--- src/design/rational_arithmetic_unit_assert.svh ---
// assertion macros for the rational arithmetic unit
// expects signals named clock and reset in the module that uses them
`ifndef RATIONAL_ARITHMETIC_UNIT_ASSERT_SVH
`define RATIONAL_ARITHMETIC_UNIT_ASSERT_SVH

// same-cycle implication
`define RAU_ASSERT_IMPL(lbl, ante, cons) \
   lbl: assert property (@(posedge clock) disable iff (reset) (ante) |-> (cons)) \
      else $error("rau assertion failed");

// next-cycle implication
`define RAU_ASSERT_NEXT(lbl, ante, cons) \
   lbl: assert property (@(posedge clock) disable iff (reset) (ante) |=> (cons)) \
      else $error("rau assertion failed");

`endif

--- src/design/rau_pkg.sv ---
// shared types and constants of the rational arithmetic unit
// no dependencies
package rau_pkg;

   localparam int FIELD_BITS    = 32;
   localparam int WORD_BITS_DEF = 32;
   localparam int QUEUE_DEPTH   = 2;

   typedef enum logic [1:0] {
      CMD_ADD = 2'd0,
      CMD_SUB = 2'd1,
      CMD_MUL = 2'd2,
      CMD_DIV = 2'd3
   } command_type;

   typedef struct packed {
      logic full;
      logic empty;
   } q_status_type;

endpackage

--- src/design/rau_front.sv ---
// front end: accepts an item and forms numerator and denominator products
// with three shift-add multiplier lanes; depends on rau_pkg
module rau_front #(
   parameter int W = rau_pkg::WORD_BITS_DEF
) (
   input  logic                                  clock,
   input  logic                                  reset,
   input  logic                                  req_valid,
   output logic                                  req_ready,
   input  logic [1:0]                            req_command,
   input  logic signed [rau_pkg::FIELD_BITS-1:0] req_a_num,
   input  logic signed [rau_pkg::FIELD_BITS-1:0] req_a_den,
   input  logic signed [rau_pkg::FIELD_BITS-1:0] req_b_num,
   input  logic signed [rau_pkg::FIELD_BITS-1:0] req_b_den,
   output logic                                  push_valid,
   input  logic                                  push_ready,
   output logic [2*W-1:0]                        push_data
);
   import rau_pkg::*;

   localparam int CW = $clog2(W);

   typedef enum logic [1:0] {ST_IDLE, ST_MUL, ST_PUSH} state_type;

   state_type       state_ff, state_in;
   logic [CW-1:0]   cnt_ff, cnt_in;
   command_type     cmd_ff, cmd_in;
   logic [W-1:0]    mcand_ff [3];
   logic [W-1:0]    mcand_in [3];
   logic [W-1:0]    mplier_ff [3];
   logic [W-1:0]    mplier_in [3];
   logic [W-1:0]    acc_ff [3];
   logic [W-1:0]    acc_in [3];
   logic [W-1:0]    an, ad, bn, bd;
   logic [W-1:0]    num;

   assign an = W'(req_a_num);
   assign ad = W'(req_a_den);
   assign bn = W'(req_b_num);
   assign bd = W'(req_b_den);

   always_comb begin
      state_in = state_ff;
      cnt_in   = cnt_ff;
      cmd_in   = cmd_ff;
      for (int i = 0; i < 3; i++) begin
         mcand_in[i]  = mcand_ff[i];
         mplier_in[i] = mplier_ff[i];
         acc_in[i]    = acc_ff[i];
      end
      unique case (state_ff)
         ST_IDLE: begin
            if (req_valid) begin
               cmd_in   = command_type'(req_command);
               cnt_in   = '0;
               state_in = ST_MUL;
               for (int i = 0; i < 3; i++) acc_in[i] = '0;
               mcand_in[2] = ad;
               unique case (command_type'(req_command)) inside
                  CMD_ADD, CMD_SUB: begin
                     mcand_in[0] = an; mplier_in[0] = bd;
                     mcand_in[1] = bn; mplier_in[1] = ad;
                     mplier_in[2] = bd;
                  end
                  CMD_MUL: begin
                     mcand_in[0] = an; mplier_in[0] = bn;
                     mcand_in[1] = '0; mplier_in[1] = '0;
                     mplier_in[2] = bd;
                  end
                  default: begin
                     mcand_in[0] = an; mplier_in[0] = bd;
                     mcand_in[1] = '0; mplier_in[1] = '0;
                     mplier_in[2] = bn;
                  end
               endcase
            end
         end
         ST_MUL: begin
            for (int i = 0; i < 3; i++) begin
               acc_in[i]    = mplier_ff[i][0] ? acc_ff[i] + mcand_ff[i] : acc_ff[i];
               mcand_in[i]  = {mcand_ff[i][W-2:0], 1'b0};
               mplier_in[i] = {1'b0, mplier_ff[i][W-1:1]};
            end
            cnt_in = cnt_ff + 1'b1;
            if (cnt_ff == CW'(W - 1)) state_in = ST_PUSH;
         end
         ST_PUSH: begin
            if (push_ready) state_in = ST_IDLE;
         end
         default: state_in = ST_IDLE;
      endcase
   end

   always_ff @(posedge clock) begin
      if (reset) begin
         state_ff <= ST_IDLE;
      end else begin
         state_ff <= state_in;
      end
      cnt_ff <= cnt_in;
      cmd_ff <= cmd_in;
      for (int i = 0; i < 3; i++) begin
         mcand_ff[i]  <= mcand_in[i];
         mplier_ff[i] <= mplier_in[i];
         acc_ff[i]    <= acc_in[i];
      end
   end

   always_comb begin
      case (cmd_ff)
         CMD_ADD: num = acc_ff[0] + acc_ff[1];
         CMD_SUB: num = acc_ff[0] - acc_ff[1];
         default: num = acc_ff[0];
      endcase
   end

   assign req_ready  = (state_ff == ST_IDLE);
   assign push_valid = (state_ff == ST_PUSH);
   assign push_data  = {num, acc_ff[2]};

endmodule

--- src/design/rau_queue.sv ---
// two-entry queue between front and back end
// depends on rau_pkg
module rau_queue #(
   parameter int DW = 2 * rau_pkg::WORD_BITS_DEF
) (
   input  logic                  clock,
   input  logic                  reset,
   input  logic                  push_valid,
   input  logic [DW-1:0]         push_data,
   input  logic                  pop_ready,
   output logic [DW-1:0]         pop_data,
   output rau_pkg::q_status_type status
);
   import rau_pkg::*;

   localparam int PW = $clog2(QUEUE_DEPTH);
   localparam int NW = $clog2(QUEUE_DEPTH + 1);

   logic [DW-1:0] mem_ff [QUEUE_DEPTH];
   logic [PW-1:0] wr_ptr_ff, wr_ptr_in;
   logic [PW-1:0] rd_ptr_ff, rd_ptr_in;
   logic [NW-1:0] count_ff, count_in;
   logic          do_push, do_pop;

   assign status.full  = (count_ff == NW'(QUEUE_DEPTH));
   assign status.empty = (count_ff == '0);
   assign do_push      = push_valid && !status.full;
   assign do_pop       = pop_ready && !status.empty;
   assign pop_data     = mem_ff[rd_ptr_ff];

   always_comb begin
      wr_ptr_in = wr_ptr_ff;
      rd_ptr_in = rd_ptr_ff;
      count_in  = count_ff;
      if (do_push) begin
         wr_ptr_in = (wr_ptr_ff == PW'(QUEUE_DEPTH - 1)) ? '0 : wr_ptr_ff + 1'b1;
      end
      if (do_pop) begin
         rd_ptr_in = (rd_ptr_ff == PW'(QUEUE_DEPTH - 1)) ? '0 : rd_ptr_ff + 1'b1;
      end
      if (do_push && !do_pop) count_in = count_ff + 1'b1;
      else if (do_pop && !do_push) count_in = count_ff - 1'b1;
   end

   always_ff @(posedge clock) begin
      if (reset) begin
         wr_ptr_ff <= '0;
         rd_ptr_ff <= '0;
         count_ff  <= '0;
      end else begin
         wr_ptr_ff <= wr_ptr_in;
         rd_ptr_ff <= rd_ptr_in;
         count_ff  <= count_in;
      end
      if (do_push) mem_ff[wr_ptr_ff] <= push_data;
   end

endmodule

--- src/design/rau_back.sv ---
// back end: euclid gcd reduction on a shared radix-2 divider, sign fix
// and output register; depends on rau_pkg
module rau_back #(
   parameter int W = rau_pkg::WORD_BITS_DEF
) (
   input  logic                                  clock,
   input  logic                                  reset,
   input  logic                                  pop_valid,
   output logic                                  pop_ready,
   input  logic [2*W-1:0]                        pop_data,
   output logic                                  rsp_valid,
   input  logic                                  rsp_ready,
   output logic signed [rau_pkg::FIELD_BITS-1:0] rsp_res_num,
   output logic signed [rau_pkg::FIELD_BITS-1:0] rsp_res_den,
   output logic                                  rsp_zero_den
);
   import rau_pkg::*;

   localparam int CW = $clog2(W);

   typedef enum logic [2:0] {ST_IDLE, ST_GCD, ST_DIV, ST_OUT} state_type;
   typedef enum logic [1:0] {K_REM, K_QN, K_QD} kind_type;

   state_type     state_ff, state_in;
   kind_type      kind_ff, kind_in;
   logic [CW-1:0] cnt_ff, cnt_in;
   logic [W-1:0]  a_ff, a_in, b_ff, b_in, n_ff, n_in, d_ff, d_in;
   logic [W-1:0]  q_ff, q_in, r_ff, r_in, dvs_ff, dvs_in;
   logic          negq_ff, negq_in, negr_ff, negr_in;
   logic          rsp_valid_ff, rsp_valid_in;
   logic [FIELD_BITS-1:0] num_ff, num_in, den_ff, den_in;
   logic          zero_ff, zero_in;
   logic [W:0]    shifted;
   logic          ge;
   logic [W-1:0]  quot, rem, dq;

   function automatic logic [W-1:0] mag(input logic [W-1:0] x);
      return x[W-1] ? -x : x;
   endfunction

   always_comb begin
      state_in     = state_ff;
      kind_in      = kind_ff;
      cnt_in       = cnt_ff;
      a_in         = a_ff;
      b_in         = b_ff;
      n_in         = n_ff;
      d_in         = d_ff;
      q_in         = q_ff;
      r_in         = r_ff;
      dvs_in       = dvs_ff;
      negq_in      = negq_ff;
      negr_in      = negr_ff;
      rsp_valid_in = rsp_valid_ff && !rsp_ready;
      num_in       = num_ff;
      den_in       = den_ff;
      zero_in      = zero_ff;
      pop_ready    = 1'b0;
      shifted      = {r_ff, q_ff[W-1]};
      ge           = shifted >= {1'b0, dvs_ff};
      quot         = '0;
      rem          = '0;
      dq           = '0;
      unique case (state_ff)
         ST_IDLE: begin
            pop_ready = 1'b1;
            if (pop_valid) begin
               n_in     = pop_data[2*W-1:W];
               d_in     = pop_data[W-1:0];
               a_in     = pop_data[2*W-1:W];
               b_in     = pop_data[W-1:0];
               state_in = ST_GCD;
            end
         end
         ST_GCD: begin
            cnt_in   = '0;
            r_in     = '0;
            state_in = ST_DIV;
            if (b_ff == '0) begin
               if (a_ff == '0) begin
                  state_in = ST_OUT;
               end else begin
                  kind_in = K_QN;
                  q_in    = mag(n_ff);
                  dvs_in  = mag(a_ff);
                  negq_in = n_ff[W-1] ^ a_ff[W-1];
                  negr_in = n_ff[W-1];
               end
            end else begin
               kind_in = K_REM;
               q_in    = mag(a_ff);
               dvs_in  = mag(b_ff);
               negq_in = a_ff[W-1] ^ b_ff[W-1];
               negr_in = a_ff[W-1];
            end
         end
         ST_DIV: begin
            r_in   = ge ? W'(shifted - {1'b0, dvs_ff}) : W'(shifted);
            q_in   = {q_ff[W-2:0], ge};
            cnt_in = cnt_ff + 1'b1;
            quot   = negq_ff ? -q_in : q_in;
            rem    = negr_ff ? -r_in : r_in;
            if (cnt_ff == CW'(W - 1)) begin
               cnt_in = '0;
               r_in   = '0;
               unique case (kind_ff)
                  K_REM: begin
                     a_in     = b_ff;
                     b_in     = rem;
                     state_in = ST_GCD;
                  end
                  K_QN: begin
                     n_in    = quot;
                     kind_in = K_QD;
                     q_in    = mag(d_ff);
                     dvs_in  = mag(a_ff);
                     negq_in = d_ff[W-1] ^ a_ff[W-1];
                     negr_in = d_ff[W-1];
                  end
                  default: begin
                     dq       = quot;
                     n_in     = dq[W-1] ? -n_ff : n_ff;
                     d_in     = dq[W-1] ? -dq : dq;
                     state_in = ST_OUT;
                  end
               endcase
            end
         end
         ST_OUT: begin
            if (!rsp_valid_ff || rsp_ready) begin
               rsp_valid_in = 1'b1;
               num_in       = FIELD_BITS'(n_ff);
               den_in       = FIELD_BITS'(d_ff);
               zero_in      = (d_ff == '0);
               state_in     = ST_IDLE;
            end
         end
         default: state_in = ST_IDLE;
      endcase
   end

   always_ff @(posedge clock) begin
      if (reset) begin
         state_ff     <= ST_IDLE;
         rsp_valid_ff <= 1'b0;
      end else begin
         state_ff     <= state_in;
         rsp_valid_ff <= rsp_valid_in;
      end
      kind_ff <= kind_in;
      cnt_ff  <= cnt_in;
      a_ff    <= a_in;
      b_ff    <= b_in;
      n_ff    <= n_in;
      d_ff    <= d_in;
      q_ff    <= q_in;
      r_ff    <= r_in;
      dvs_ff  <= dvs_in;
      negq_ff <= negq_in;
      negr_ff <= negr_in;
      num_ff  <= num_in;
      den_ff  <= den_in;
      zero_ff <= zero_in;
   end

   assign rsp_valid    = rsp_valid_ff;
   assign rsp_res_num  = num_ff;
   assign rsp_res_den  = den_ff;
   assign rsp_zero_den = zero_ff;

endmodule

--- src/design/rational_arithmetic_unit.sv ---
// rational arithmetic unit: front end multiplies with shift-add lanes, back end
// reduces by gcd with one radix-2 divider; the number of euclid steps is at
// most about 1.44 * WORD_BITS. one item in the back end at a time, and the
// back end takes no new item until the last result is in the output register.
// synchronous active-high reset empties the queue and clears all handshakes
`include "rational_arithmetic_unit_assert.svh"
module rational_arithmetic_unit #(
   parameter int WORD_BITS = rau_pkg::WORD_BITS_DEF
) (
   input  logic                                  clock,
   input  logic                                  reset,
   input  logic                                  req_valid,
   output logic                                  req_ready,
   input  logic [1:0]                            req_command,
   input  logic signed [rau_pkg::FIELD_BITS-1:0] req_a_num,
   input  logic signed [rau_pkg::FIELD_BITS-1:0] req_a_den,
   input  logic signed [rau_pkg::FIELD_BITS-1:0] req_b_num,
   input  logic signed [rau_pkg::FIELD_BITS-1:0] req_b_den,
   output logic                                  rsp_valid,
   input  logic                                  rsp_ready,
   output logic signed [rau_pkg::FIELD_BITS-1:0] rsp_res_num,
   output logic signed [rau_pkg::FIELD_BITS-1:0] rsp_res_den,
   output logic                                  rsp_zero_den
);
   import rau_pkg::*;

   logic                   q_push, q_pop, q_pop_ready;
   logic [2*WORD_BITS-1:0] q_push_data, q_pop_data;
   q_status_type           q_status;

   assign q_pop = q_pop_ready && !q_status.empty;

   rau_front #(.W(WORD_BITS)) u_front (
      .clock       (clock),
      .reset       (reset),
      .req_valid   (req_valid),
      .req_ready   (req_ready),
      .req_command (req_command),
      .req_a_num   (req_a_num),
      .req_a_den   (req_a_den),
      .req_b_num   (req_b_num),
      .req_b_den   (req_b_den),
      .push_valid  (q_push),
      .push_ready  (!q_status.full),
      .push_data   (q_push_data)
   );

   rau_queue #(.DW(2 * WORD_BITS)) u_queue (
      .clock      (clock),
      .reset      (reset),
      .push_valid (q_push),
      .push_data  (q_push_data),
      .pop_ready  (q_pop_ready),
      .pop_data   (q_pop_data),
      .status     (q_status)
   );

   rau_back #(.W(WORD_BITS)) u_back (
      .clock        (clock),
      .reset        (reset),
      .pop_valid    (!q_status.empty),
      .pop_ready    (q_pop_ready),
      .pop_data     (q_pop_data),
      .rsp_valid    (rsp_valid),
      .rsp_ready    (rsp_ready),
      .rsp_res_num  (rsp_res_num),
      .rsp_res_den  (rsp_res_den),
      .rsp_zero_den (rsp_zero_den)
   );

   `RAU_ASSERT_IMPL(a_queue_sane, 1'b1, !(q_status.full && q_status.empty))
   `RAU_ASSERT_NEXT(a_pop_frees_slot, q_pop && !q_push, !q_status.full)
   `RAU_ASSERT_NEXT(a_push_fills_slot, q_push && !q_status.full && !q_pop, !q_status.empty)

endmodule

--- config.mk ---
export PLATFORM = sky130hd
export DESIGN_NAME = rational_arithmetic_unit
export DESIGN_NICKNAME = d
export VERILOG_FILES = /design/src/design/rau_pkg.sv /design/src/design/rau_front.sv /design/src/design/rau_queue.sv /design/src/design/rau_back.sv /design/src/design/rational_arithmetic_unit.sv
export VERILOG_INCLUDE_DIRS = /design/src /design/src/design
export SDC_FILE = /design/constraint.sdc
export NUM_CORES = 2
export LEC_CHECK = 0
export BUFFER_PORTS_ARGS = -buffer_cell sky130_fd_sc_hd__buf_2
export CORE_MARGIN = 3
export CORE_UTILIZATION = 30
export CTS_CLUSTER_DIAMETER = 30
export DETAILED_ROUTE_END_ITERATION = 8
export GPL_TIMING_DRIVEN = 0
export SYNTH_ARGS = -nofsm -noshare
export SYNTH_HDL_FRONTEND = slang
export SYNTH_SLANG_ARGS = --single-unit
--- constraint.sdc ---
create_clock -name clock -period 6.8 [get_ports clock]
set_input_delay 0.68 -clock clock [delete_from_list [all_inputs] [get_ports clock]]
set_output_delay 0.68 -clock clock [all_outputs]
set_load 0.03 [all_outputs]
* Yosys cells after proc, flatten, opt, wreduce, memory -nomap -nowiden
Memory sizes are Yosys's and may differ from the RTL's. A register that Yosys moved wholly into a read port is not among the register bits. Cells that the tools add are included.
Cells by class: add/sub/neg operators 19, order comparisons 1, eq/ne operators 25, mux-type cells 88, bitwise operators 3, reductions and logical operators 37
Operator list (number):
- two-way mux 32 bit | 31
- case mux 96 bit (2 select lines) | 4
- case mux 32 bit (2 select lines) | 9
- two-way mux 96 bit | 3
- negator 32 bit | 7
- adder 32 bit | 4
- zero test 32 bit | 3
- subtractor 32 bit | 2
- greater-or-equal comparator 33 x 32 -> 1 bit | 1
- case mux 5 bit (2 select lines) | 2
- two-way mux 1 bit | 18
- two-way mux 2 bit | 9
- AND reduction 4 bit | 4
- two-way mux 3 bit | 4
- inequality test 2 bit (second input constant) | 6
- case mux 3 bit (4 select lines) | 1
- adder 5 x 1 -> 5 bit (second input constant) | 2
- == test 5 bit (second input constant) | 2
- zero test 2 bit | 5
- two-way mux 5 bit | 2
- inequality test 2 x 1 -> 1 bit (second input constant) | 5
- == test 2 x 1 -> 1 bit (second input constant) | 4
- AND reduction 2 bit | 4
- nonzero test 2 bit | 4
- 20 further kinds | 37
Storage, ports and cells: register bits after elaboration 315, bits in writable memories 416, input port bits 134, output and inout bits 67, logic and storage cells 199, memories 4
Memory list:
- u_queue.mem_ff | words 2, width 64, read ports 1, clocked after memory_dff 1, write ports 1, line rau_queue.sv:19 | logic [DW-1:0] mem_ff [QUEUE_DEPTH];
- u_front.acc_ff | words 3, width 32, read ports 3, clocked after memory_dff 0, write ports 3, line rau_front.sv:32 | logic [W-1:0] acc_ff [3];
- u_front.mcand_ff | words 3, width 32, read ports 3, clocked after memory_dff 0, write ports 3, line rau_front.sv:28 | logic [W-1:0] mcand_ff [3];
- u_front.mplier_ff | words 3, width 32, read ports 3, clocked after memory_dff 0, write ports 3, line rau_front.sv:30 | logic [W-1:0] mplier_ff [3];

* Depth between registers and ports, before layout
word-level depth 8, depth in mapped cells 25, mapped depth without buffers 21

* By module
From an unflattened synthesis, not the netlist that was laid out.
Unflattened totals: cell total of the unflattened synthesis 4612, area total of the unflattened synthesis 45950.3 um^2
By module, submodules not included:
- rau_back | times used 1, cells an instance 2194, area an instance 20738.6 um^2, sequential area each 9008.6 um^2
- rau_front | times used 1, cells an instance 2192, area an instance 20372.0 um^2, sequential area each 8898.5 um^2
- rau_queue | times used 1, cells an instance 224, area an instance 4832.1 um^2, sequential area each 3943.8 um^2
- rational_arithmetic_unit | times used 1, cells an instance 2, area an instance 7.5 um^2, sequential area each 0.0 um^2

* Least setup slack after synthesis
Ideal clock, no wire load.
path type reg-to-reg, start register u_front.state_ff[1], end register u_front.cnt_ff[0] (enable), setup time 1.581 ns, arrival 4.474 ns, data required time 5.219 ns, slack 0.745 ns, stages on the path, launching flop included 6, buffers on the path 3, period minus slack after synthesis 6.055 ns, cell sequence dfxtp_1 > nand2b_1 > clkbuf_1 > clkbuf_1 > clkbuf_1 > nand2_1
Between the ends: longest elaborated chain between the ends 3, elaborated cells between the ends (all ways) 5, classes of those cells eq/ne (2); reduce/logical (3)
Ends and longest elaborated chain:
- start, declared | line rau_front.sv:25 | state_type state_ff, state_in;
- start signal, assigned | line rau_front.sv:98 | state_ff <= state_in;
- == test 2 x 1 -> 1 bit / zero test 2 bit (equally long branches) | line rau_front.sv:51 | unique case (state_ff)
- nonzero test 2 bit (no source line) / inequality test 2 bit (equally long branches)
- AND reduction 2 bit (no source line) (*)
- end signal, assigned | line rau_front.sv:100 | cnt_ff <= cnt_in;
- end, declared | line rau_front.sv:26 | logic [CW-1:0] cnt_ff, cnt_in;
Mark *: on every way between the ends. The rest lies on a longest branch, timed or not. A chain may end at the register's enable or synchronous reset.

* Worst setup path in the final report
start register u_back.dvs_ff[24], end register u_back.d_ff[22], data pin
Between the ends: longest elaborated chain between the ends 8
Ends and longest elaborated chain:
- start, declared | line rau_back.sv:28 | logic [W-1:0] q_ff, q_in, r_ff, r_in, dvs_ff, dvs_in;
- start signal, assigned | line rau_back.sv:158 | dvs_ff <= dvs_in;
- greater-or-equal comparator 33 x 32 -> 1 bit (*) | line rau_back.sv:60 | ge = shifted >= {1'b0, dvs_ff};
- negator 32 bit | line rau_back.sv:101 | quot = negq_ff ? -q_in : q_in;
- two-way mux 32 bit (*) | line rau_back.sv:101
- negator 32 bit | line rau_back.sv:123 | d_in = dq[W-1] ? -dq : dq;
- two-way mux 32 bit (*) | line rau_back.sv:123
- two-way mux 32 bit (*) | line rau_back.sv:106 | unique case (kind_ff)
- two-way mux 32 bit (*) | line rau_back.sv:103 | if (cnt_ff == CW'(W - 1)) begin
- case mux 32 bit (2 select lines) (*) | line rau_back.sv:64 | unique case (state_ff)
- via u_back.d_in[22] | line rau_back.sv:27 | logic [W-1:0] a_ff, a_in, b_ff, b_in, n_ff, n_in, d_ff, d_in;
- end signal, assigned | line rau_back.sv:155 | d_ff <= d_in;
- end, declared | line rau_back.sv:27
Mark *: on every way through the listed nets, which the timed path passes. The rest lies on a longest branch. The select of a mux whose other input is x is not followed.

==> results.ini <==
[global_routing]
grt_pass1_wl_um = 219000
grt_max_degree = 73
track_usage = 0.190
antenna_found_initial = 6
grt_overflow = 0
grt_pass1_vias = 35032

[final_layout]
finish.instance_area_um2 = 53900
syn_to_final_growth_pct = 22.0
n_fill_cell = 14465
regArea_um2 = 21900
num-nets-final = 5087
multiInputGateArea_um2 = 21100
drive_gt1_frac = 0.122

[setup_path]
r2r-start = u_back.dvs_ff[24]
end_kind = flip-flop
worst-path-max-fanout = 11
path_class = flip-flop to flip-flop
crit_required_ns = 7.29
crit_start = u_back.dvs_ff[24]
start_kind = flip-flop
cp.arrival_ns = 7.01

[floorplanning]
fp-row-count = 140
die_w_um = 390
core_um2 = 146000
die_h_um = 390
initial_utilization = 0.303
ios = 201
dieArea_um2 = 152000

[min_path]
hold_path_class = primary input to flip-flop
min-delay-start = req_command[0]

[timing]
worst_slack_ns = 0.281
holdWs_ns = 0.165
finalSetupTns_ns = 0
hold_violations = 0
period_minus_slack_ns = 6.52
slew-limit-headroom = 0.122
rsz0062_at_grt = no
fin_crit_sh = 0.959
fmax_mhz = 153
drv_slew = 0
setup_violations = 0
tightest_slew_ns = 1.30
clock_skew_ns = 0.0664

[place]
placed_area_um2 = 48000
dp_hpwl_um = 114000
place_ws_ns = -1.03
numPortBuffers = 199
gp_congestion = 0.983

[synth]
synth_edf_count = 721
async_flop_share = 0
synth-seq-cells = 731
yosys.area_share.xor_xnor = 0.0747
syn_area_um2 = 44200
synth_top_area_frac = 0.490
synthesis.nets = 4698
post_synth_fa_ha_maj_area_fraction = 0.0516
synth_cells = 4385
synthFlopType = edfxtp_1
synth_warnings = 0
ys_types = 93
synthSimpleGateAreaFrac = 0.172
synth_compound_area_frac = 0.149
synthMuxAreaShare = 0.0273
syn_avg_cell_area_um2 = 10.1
synth_top_area_cell = edfxtp_1
yosys-top-cells-count = 721 x edfxtp_1, 670 x nand2_1, 310 x o21ai_0
synth.most_common_cell = edfxtp_1
synth_area_leaders = edfxtp_1 49%, nand2_1 5.7%, ha_1 4.9%
synth_top_family_by_area = simple AND/OR/NAND/NOR gates
seq_area_frac_synth = 0.495

[power]
seq_power_share = 0.280
power_switching_uw = 12200
power_uw = 28400
p_int_uw = 16100
p_clk_frac = 0.287
p_leak_uw = 0.0207
ir_drop_mv = 0.299
power.density_nw_per_um2 = 526
p_comb_frac = 0.433
p_sw_frac = 0.431

[drt]
wl_per_cell_um = 21.6
ant_nets = 0
via_per_inst = 5.28
drt-total-wl_um = 148000
first_iter_violations = 3455
num_vias = 36094
firstDrtPassIters = 6
drc = 0

[clock_tree]
clkTransAtPathRegs_ns = 0.05
clockBufferDepth = 3
cts-root-buf = clkbuf_16
cts_tree = yes
htreeDepth = 4
holdBufCountCts = 0
clk_latency_ns = 0.79
cts_sinks = 731
cts_buffers = 168

[run_status]
outcome = finished, final reports clean

[job]
drv_cap = 0

==> critical path, stage by stage (launching register included) <==
cell and delay (ns):
edfxtp_1 0.39, inv_1 0.06, ha_1 0.35, a21oi_1 0.28
o21ai_0 0.16, a221oi_1 0.27, a21oi_1 0.11, or3_1 0.44
buf_6 0.18, clkinv_2 0.19, clkbuf_4 0.28, clkbuf_4 0.27
buf_4 0.26, ha_1 0.24, nor2b_4 0.23, nand3_1 0.20
o31ai_2 0.28, xor2_1 0.30, nand2_1 0.10, nor3_1 0.21
nand4_2 0.23, or2_1 0.29, clkbuf_1 0.19, or4_1 0.54
o311ai_1 0.17
==> cell families after synthesis <==
logic type / Yosys count
AO/OA/AOI/OAI: 1047
XOR/XNOR: 376
AND/OR/NAND/NOR: 1581
buffers and inverters: 351
multiplexers: 120
flip-flops: 731
adder cells (fa/ha/maj): 179
==> layout make-up <==
cell class,count,area share
clock inverter,124,0.0279
clock buffer,185,0.0792
multi-input combinational,3303,0.392
inverter,140,0.00977
tap,1917,0.0445
sequential,731,0.405
buffer,210,0.0156
antenna,3,0.000139
timing repair buffer,220,0.0256
==> cells in the final DEF (no fill, tap or decap), drive strengths merged, types with 10 or more instances in the layout <==
cell type and instances:
nand3b 67, nor4 32, o21bai 23, nand3 69, nand4 36, nor3b 14, o31ai 61, clkinvlp 17
nor2b 74, o211ai 48, nor3 81, clkinv 63, and3 23, bufinv 21, a31oi 29, a21o 91
buf 262, xnor2 177, dfxtp 10, o21ai 323, clkbuf 353, nand2 670, xor2 199, a211oi 67
or2 21, nor2 297, a41oi 10, o21a 25, and2 40, mux2i 115, or4 31, edfxtp 721
ha 174, o41ai 33, nand2b 45, a21oi 261, or3 61, inv 163
==> what timing repair did <==
| action | 4_1_cts | 5_1_grt |
|---|---|---|
| resized for setup | 12 | 12 |
| buffers inserted | 2 | 5 |
| setup endpoints to repair | 23 | 22 |
| pin swaps | 2 | 2 |
==> sequential cells by signal, indices dropped and copies added, names as in the netlist, 5 cells and up, named ones only <==
| name | cells |
|---|---|
| u_queue.mem_ff | 128 |
| u_front.acc_ff | 96 |
| u_front.mcand_ff | 96 |
| u_front.mplier_ff | 96 |
| u_back.a_ff | 32 |
| u_back.b_ff | 32 |
| u_back.d_ff | 32 |
| u_back.dvs_ff | 32 |
| u_back.n_ff | 32 |
| u_back.q_ff | 32 |
| u_back.r_ff | 32 |
| u_back.rsp_res_den | 32 |
| u_back.rsp_res_num | 32 |
| u_back.cnt_ff | 5 |
| u_front.cnt_ff | 5 |
==> power by group through the flow <==
stage	registers (uW)	logic, uW	clock network (uW)
2_1_floorplan	7560	7840	0
3_3_place_gp	8060	11500	0
3_5_place_dp	7950	11800	0
4_1_cts	7890	12000	8270
5_1_grt	8030	13200	8510
6_report	7930	12300	8150
==> path summary, 6_finish.rpt <==
path                                          endpoint  slack, ns  cells after the start
worst max-delay path                   u_back.d_ff[22]       0.28                     24
worst min-delay path                 u_front.cmd_ff[0]       0.17                      1
worst max register to register         u_back.d_ff[22]       0.28                     24
worst min register to register  u_back.rsp_res_num[14]       0.45                      0
==> per-stage QoR <==
step / cells / util
after floorplan: 4385 / -
after global placement: 6501 / 0.326
after detailed placement: 6515 / 0.329
after CTS: 6826 / 0.369
after global routing: 6830 / 0.369
final: 6833 / 0.369
==> routing by layer <==
| layer | global-route usage | vias to the layer above | wire length [um] |
|---|---|---|---|
| li1 | - | 16892 | - |
| met1 | 0.259 | 17438 | 64700 |
| met2 | 0.295 | 1487 | 65700 |
| met3 | 0.0357 | 277 | 11500 |
| met4 | 0.0797 | 0 | 5760 |
| met5 | 0 | - | 0 |
Power figures use the tool's default switching activity.
